===== src/hdl/rv32ex_pkg.sv =====
package rv32ex_pkg;

  // Datapath and storage sizes
  localparam int unsigned XLEN       = 32;
  localparam int unsigned NUM_REGS   = 32;
  localparam int unsigned REG_AW     = $clog2(NUM_REGS);
  // Data memory depth in words; a power of two so the word index is a plain bit slice
  localparam int unsigned DATA_WORDS = 1024;
  localparam int unsigned DMEM_AW    = $clog2(DATA_WORDS);

  // Major opcodes of the supported subset
  typedef enum logic [6:0] {
    OPC_AUIPC  = 7'h17,
    OPC_IMM    = 7'h13,
    OPC_LOAD   = 7'h03,
    OPC_STORE  = 7'h23,
    OPC_REG    = 7'h33,
    OPC_BRANCH = 7'h63
  } opcode_e;

  // funct3 / funct7 codes
  localparam logic [2:0] F3_ADD  = 3'd0;
  localparam logic [2:0] F3_WORD = 3'd2;
  localparam logic [2:0] F3_SLT  = 3'd2;
  localparam logic [2:0] F3_BLT  = 3'd4;
  localparam logic [6:0] F7_BASE = 7'h00;
  localparam logic [6:0] F7_SUB  = 7'h20;

  // Register file write port
  typedef struct packed {
    logic              we;
    logic [REG_AW-1:0] addr;
    logic [XLEN-1:0]   data;
  } rf_wr_t;

  // Data memory access from the execute stage
  typedef struct packed {
    logic               en;
    logic               we;
    logic [DMEM_AW-1:0] addr;
    logic [XLEN-1:0]    wdata;
  } dmem_req_t;

  // Executed instruction on its way to writeback
  typedef struct packed {
    logic [XLEN-1:0]   pc;
    logic [XLEN-1:0]   npc;
    logic              wr;
    logic [REG_AW-1:0] rd;
    logic              is_load;
    logic [XLEN-1:0]   alu;
    logic              st;
    logic [XLEN-1:0]   saddr;
    logic [XLEN-1:0]   sdata;
    logic              bad;
  } exec_t;

  // Result item as presented at the output
  typedef struct packed {
    logic [XLEN-1:0]   instr_pc;
    logic [XLEN-1:0]   next_pc;
    logic              reg_write;
    logic [REG_AW-1:0] dest_reg;
    logic [XLEN-1:0]   write_value;
    logic              store_valid;
    logic [XLEN-1:0]   store_address;
    logic [XLEN-1:0]   store_data;
    logic              unsupported;
  } result_t;

endpackage


===== src/hdl/rv32ex_regfile.sv =====
module rv32ex_regfile (
  input  logic                                clk_i,
  input  logic                                rst_ni,
  input  logic                                rd_en_i,
  input  logic [rv32ex_pkg::REG_AW-1:0]       rs1_i,
  input  logic [rv32ex_pkg::REG_AW-1:0]       rs2_i,
  input  rv32ex_pkg::rf_wr_t                  wr_i,
  output logic [rv32ex_pkg::XLEN-1:0]         rs1_data_o,
  output logic [rv32ex_pkg::XLEN-1:0]         rs2_data_o
);
  import rv32ex_pkg::*;

  logic [XLEN-1:0]     mem [NUM_REGS];
  logic [NUM_REGS-1:0] valid_q;
  logic [XLEN-1:0]     rd1_q, rd2_q, byp_data_q;
  logic                v1_q, v2_q, byp1_q, byp2_q;

  // Storage array: one write, two registered reads
  always_ff @(posedge clk_i) begin
    if (wr_i.we) begin
      mem[wr_i.addr] <= wr_i.data;
    end
    if (rd_en_i) begin
      rd1_q      <= mem[rs1_i];
      rd2_q      <= mem[rs2_i];
      byp_data_q <= wr_i.data;
    end
  end

  // Written flags (unwritten entries read zero) and same-edge write bypass
  always_ff @(posedge clk_i or negedge rst_ni) begin
    if (!rst_ni) begin
      valid_q <= '0;
      v1_q    <= 1'b0;
      v2_q    <= 1'b0;
      byp1_q  <= 1'b0;
      byp2_q  <= 1'b0;
    end else begin
      if (wr_i.we) begin
        valid_q[wr_i.addr] <= 1'b1;
      end
      if (rd_en_i) begin
        v1_q   <= valid_q[rs1_i];
        v2_q   <= valid_q[rs2_i];
        byp1_q <= wr_i.we && (wr_i.addr == rs1_i);
        byp2_q <= wr_i.we && (wr_i.addr == rs2_i);
      end
    end
  end

  assign rs1_data_o = byp1_q ? byp_data_q : (v1_q ? rd1_q : '0);
  assign rs2_data_o = byp2_q ? byp_data_q : (v2_q ? rd2_q : '0);

endmodule


===== config.mk =====
export PLATFORM = sky130hd
export DESIGN_NAME = rv32ex_regfile
export DESIGN_NICKNAME = d
export VERILOG_FILES = /design/src/hdl/rv32ex_pkg.sv /design/src/hdl/rv32ex_regfile.sv
export SDC_FILE = /design/constraint.sdc
export NUM_CORES = 1
export LEC_CHECK = 0
export BUFFER_PORTS_ARGS = -buffer_cell sky130_fd_sc_hd__buf_2
export CORE_UTILIZATION = 40
export DETAILED_ROUTE_END_ITERATION = 6
export PLACE_DENSITY = 0.52
export SYNTH_ARGS = -nofsm -noshare
export SYNTH_HDL_FRONTEND = slang
export SYNTH_SLANG_ARGS = --single-unit

===== constraint.sdc =====
create_clock -name clk_i -period 2.2 [get_ports clk_i]
set_input_delay 0.22 -clock clk_i [delete_from_list [all_inputs] [get_ports clk_i]]
set_output_delay 0.22 -clock clk_i [all_outputs]
set_load 0.01 [all_outputs]

**Yosys cells after proc, flatten, opt, wreduce, memory -nomap -nowiden**

Memory sizes are Yosys's and may differ from the RTL's. A register that Yosys moved wholly into a read port is not among the register bits.
Index checks and enable logic that the tools add are counted.

- Bitwise operators: 1
- $lt $le $gt $ge: 4
- Muxes and demuxes: 12
- Reductions and logical operators: 3
- Equal/unequal tests: 2

Operator list:

| operator | count |
|---|---|
| 2-to-1 mux 32 bit | 4 |
| OR 32 bit | 1 |
| less-than comparator 5 x 6 -> 1 bit (second input constant) | 3 |
| binary-select mux 1 bit (select 5 bit) | 2 |
| == test 5 bit | 2 |
| demux 1 bit (select 5 bit) | 1 |
| >= comparator 5 x 1 -> 1 bit (second input constant) | 1 |
| 2-to-1 mux 1 bit | 5 |
| logical AND 1 bit | 3 |

- Memories kept: 1
- Bits in writable memories: 1024
- Bits of input ports: 51
- Bits in registers: 68

Memories:

| name | words | width | read ports | clocked after memory_dff | wr ports | line | text |
|---|---|---|---|---|---|---|---|
| mem | 32 | 32 | 2 | 2 | 1 | rv32ex_regfile.sv:13 | `logic [XLEN-1:0] mem [NUM_REGS];` |

**Longest topological paths before layout**

- Depth after elaboration: 5
- Gate-level depth with buffers: 8

**Least setup slack after synthesis**

OpenSTA, ideal clock, no wires.

- Kind: input-to-reg
- From: in wr_i[36] in the netlist's numbering
- To: mem mem[16][0], enable pin
- Buffers on the path: 1
- Stages on the path: 3
- Setup slack: -0.623 ns
- Arrival time: 2.401 ns
- Setup time: 0.422 ns
- Cell sequence: clkbuf_1 > or3b_2 > nor2_1

RTL lines:

| item | line | text |
|---|---|---|
| start: declaration | rv32ex_regfile.sv:7 | `input rv32ex_pkg::rf_wr_t wr_i,` |
| end: declaration | rv32ex_regfile.sv:13 |  |

No word-level cell before the write port.

**Worst setup path in the final report**

- From: reg v1_q
- To: out rs1_data_o[15] in the netlist's numbering

- Word-level cells in the longest chain between the ends: 2

RTL lines:

| item | line | text |
|---|---|---|
| start: declaration | rv32ex_regfile.sv:16 | `logic v1_q, v2_q, byp1_q, byp2_q;` |
| start signal: assignment | rv32ex_regfile.sv:43 | `v1_q <= valid_q[rs1_i];` |
| 2-to-1 mux 32 bit (2 in a row) | rv32ex_regfile.sv:51 | `assign rs1_data_o = byp1_q ? byp_data_q : (v1_q ? rd1_q : '0);` |
| end: declaration | rv32ex_regfile.sv:8 | `output logic [rv32ex_pkg::XLEN-1:0] rs1_data_o,` |

No other way between the ends.

==> out/metrics.cfg <==
[global_routing]
grt_max_degree=37
overflow=0
grt_usage=0.257
grt_pass1_vias=29200
grt_pass1_wl_um=230000
antenna_found_initial=11

[synthesis]
synth_cells=2289
yosys_warnings=0
synth_largest_area_cell=edfxtp_1
synthFlopType=edfxtp_1
synthSimpleGateAreaFrac=0.0117
synth_top_family_by_area=multiplexers
yosysMostFrequentCell=edfxtp_1
synth_xor_xnor_area_share=0.00117
synth_compound_gate_area_share=0.0141
synthMuxAreaShare=0.296
synth_fp_nets=2340
synth_top_area_share=0.644
synth_common_cells=edfxtp_1, mux4_2, clkbuf_1, mux2_2, a22o_1
syn-mean-instance-area_um2=22.8
syn_area_um2=52200
ys_seq_area_frac=0.661
synthTopCellsByArea=edfxtp_1, mux4_2, dfrtp_1
ys_async_sr_fraction=0.0311
yosys.area_share.adder=0
synth-seq-cells=1156
synth-edff-count=1120
synth_cell_types=37

[floorplan]
io_pins=115
start_util=0.403
die_h_um=363
rows=132
die_area_um2=132000
die_w_um=363
fp.coreArea_um2=129000

[clocking]
cts.clk_slew.worst_paths_ns=0.06
clk_path_buf_depth=3
root_buffer=clkbuf_16
cts-htree-levels=4
clk-insertion-delay-late_ns=0.76
cts_buffers=133
clock_sinks=1156
tritoncts=built

[placement]
portBuffers=114
detailedPlacementHpwl_um=97700
dp_cells=4216
place_congestion=0.820
placed_area_um2=57800

[detailed_routing]
wl_per_cell_um=36.9
antenna_left=0
drc=0
wl_um=166000
drtPass1Iterations=5
drtIter0Drc=3559
via_per_inst=6.20
vias=27900

[pwr]
cellPowerDensity_nw_per_um2=830
power.total_mw=52.4
combPwrFrac=0.099
switching_power_mw=11.9
cellLeakagePower_nw=20.4
intPower_mw=40.5
seqPwrFrac=0.479
netSwitchingFraction=0.227
power_frac_clock=0.422
ir_worst_vdd_v=0.000951

[layout]
fin_area_um2=63000
fill_cells=10400
multi_input_comb_area_um2=17300
nets=2707
drive_above_1_share=0.491
layout.area.seq_um2=34500
area_growth_pct=20.8
final_cells=4505

[critical_path]
start_kind=flip-flop
critPathRequiredTime_ns=1.98
crit_slowest_cell=dfrtp_1
arrival_ns=2.05
critPathCaptureType=output pin
crit_buf_inv=3
cp_slowest_stage_delay_ns=0.41
crit_family=buffers and inverters
cp_max_fo=16
crit_chain=nor2b_4, buf_4, buf_12, a22o_4, buf_6
criticalPathCategory=flip-flop to output pin

[timing]
setup_violations=31
finalSetupTns_ns=-0.975
setup_ws_ns=-0.0683
finalMaxSlewViolations=0
period_needed_ns=2.27
max_slew_margin=0.291
clock-skew-final_ns=0.0196
timing.hold.ws_ns=0.139
rsz0062_at_grt=true
fmax_ghz=0.441
finalHoldViolCount=0
worst_pin_slew_ns=1.06
finalCritPeriodShare=1.03

[run_status]
status=finished, violations left
failed_checks=setup timing

[hold_path]
hold_path.class=input pin to flip-flop

[job]
maxCapViolations=0

[per-layer routing]
metal / wire length, µm / GRT usage / vias up
met1: 65900 / 0.340 / 15400
met2: 81400 / 0.413 / 1313
met3: 13900 / 0.0691 / 281
li1: - / - / 11000
met5: 22 / 0 / -
met4: 5020 / 0.0843 / 4
[state kept, by name (all words and copies together) (netlist names)]
register / count
v2_q: 1
rd2_q: 32
byp2_q: 1
valid_q: 32
v1_q: 1
byp_data_q: 32
mem: 1024
rd1_q: 32
byp1_q: 1
[what timing repair did]
| action | in CTS | in global routing |
|---|---|---|
| endpoints found under the hold margin | 1109 | 0 |
| cloned | 0 | 1 |
| pin swaps | 2 | 17 |
| setup buffers | 2 | 4 |
| hold buffers | 40 | 0 |
| resized for setup | 54 | 45 |
| setup endpoints to repair | 62 | 56 |
[worst reg2reg max path, stage by stage (launching register included)]
cell and delay [ns]:
edfxtp_1 0.39, mux4_2 0.49, mux4_2 0.51, mux2_2 0.32
[stage by stage]
| stage | utilization | setup WS (ns) |
|---|---|---|
| 3_5_place_dp | 0.446 | -0.344 |
| 4_1_cts | 0.485 | -0.0915 |
| 5_1_grt | 0.487 | -0.103 |
| 2_1_floorplan | - | -0.444 |
| 3_3_place_gp | 0.446 | -0.316 |
| 6_report | 0.487 | -0.0683 |
[power groups by stage]
| stage | clock network (mW) | registers, mW | logic, mW |
|---|---|---|---|
| after global placement | 0 | 25.5 | 4.81 |
| after global routing | 23.4 | 25.1 | 5.43 |
| after CTS | 22.6 | 25.1 | 5.05 |
| after floorplan | 0 | 25.4 | 2.77 |
| after detailed placement | 0 | 25.5 | 4.85 |
| final | 22.1 | 25.1 | 5.17 |
[cell usage in the layout, fill, tap and decap left out, types with 5 or more instances in the layout]
cell type and count:
a21oi_1 10, a22o_1 37, a22o_4 25, buf_12 121, buf_2 77, buf_4 139
buf_6 27, bufinv_16 13, clkbuf_1 25, clkbuf_16 141, clkinv_1 26, clkinv_2 17
clkinvlp_4 6, dfrtp_1 34, diode_2 5, dlygate4sd3_1 40, edfxtp_1 1120, inv_1 6
mux2_2 64, mux2i_1 30, mux4_2 640, nand2_1 13, nand3_1 9, nand3b_1 5
nor2_1 5, nor2_4 32, or2_2 32, xnor2_1 6
[final timing paths]
check,slack [ns],to,start,cells after the start
min in group asynchronous,0.20,byp2_q,rst_ni,2
hold / removal,0.14,v2_q,rs2_i[2],4
setup reg to reg,0.23,rd2_q[1],mem[19][1],3
hold reg to reg,0.49,valid_q[26],valid_q[26],1
setup / recovery,-0.07,rs1_data_o[15],v1_q,5
max in group asynchronous,1.43,byp1_q,rst_ni,2
[layout make-up]
type | instances | area share
Clock buffer | 165 | 0.0571
Timing Repair Buffer | 409 | 0.0736
Tap cell | 1742 | 0.0346
Clock inverter | 72 | 0.0117
Multi-Input combinational cell | 950 | 0.275
Antenna cell | 5 | 0.000198
Inverter | 6 | 0.000357
Sequential cell | 1156 | 0.548
[logic make-up (layout without fill, tap and decap cells)]
| logic type | Yosys count | after routing |
|---|---|---|
| buf+inv | 183 | 652 |
| simple gates | 118 | 118 |
| compound gates | 91 | 91 |
| other cells | 0 | 5 |
| flops | 1156 | 1156 |
| mux | 734 | 734 |
| xor+xnor | 7 | 7 |
Power figures use the tool's default switching activity.
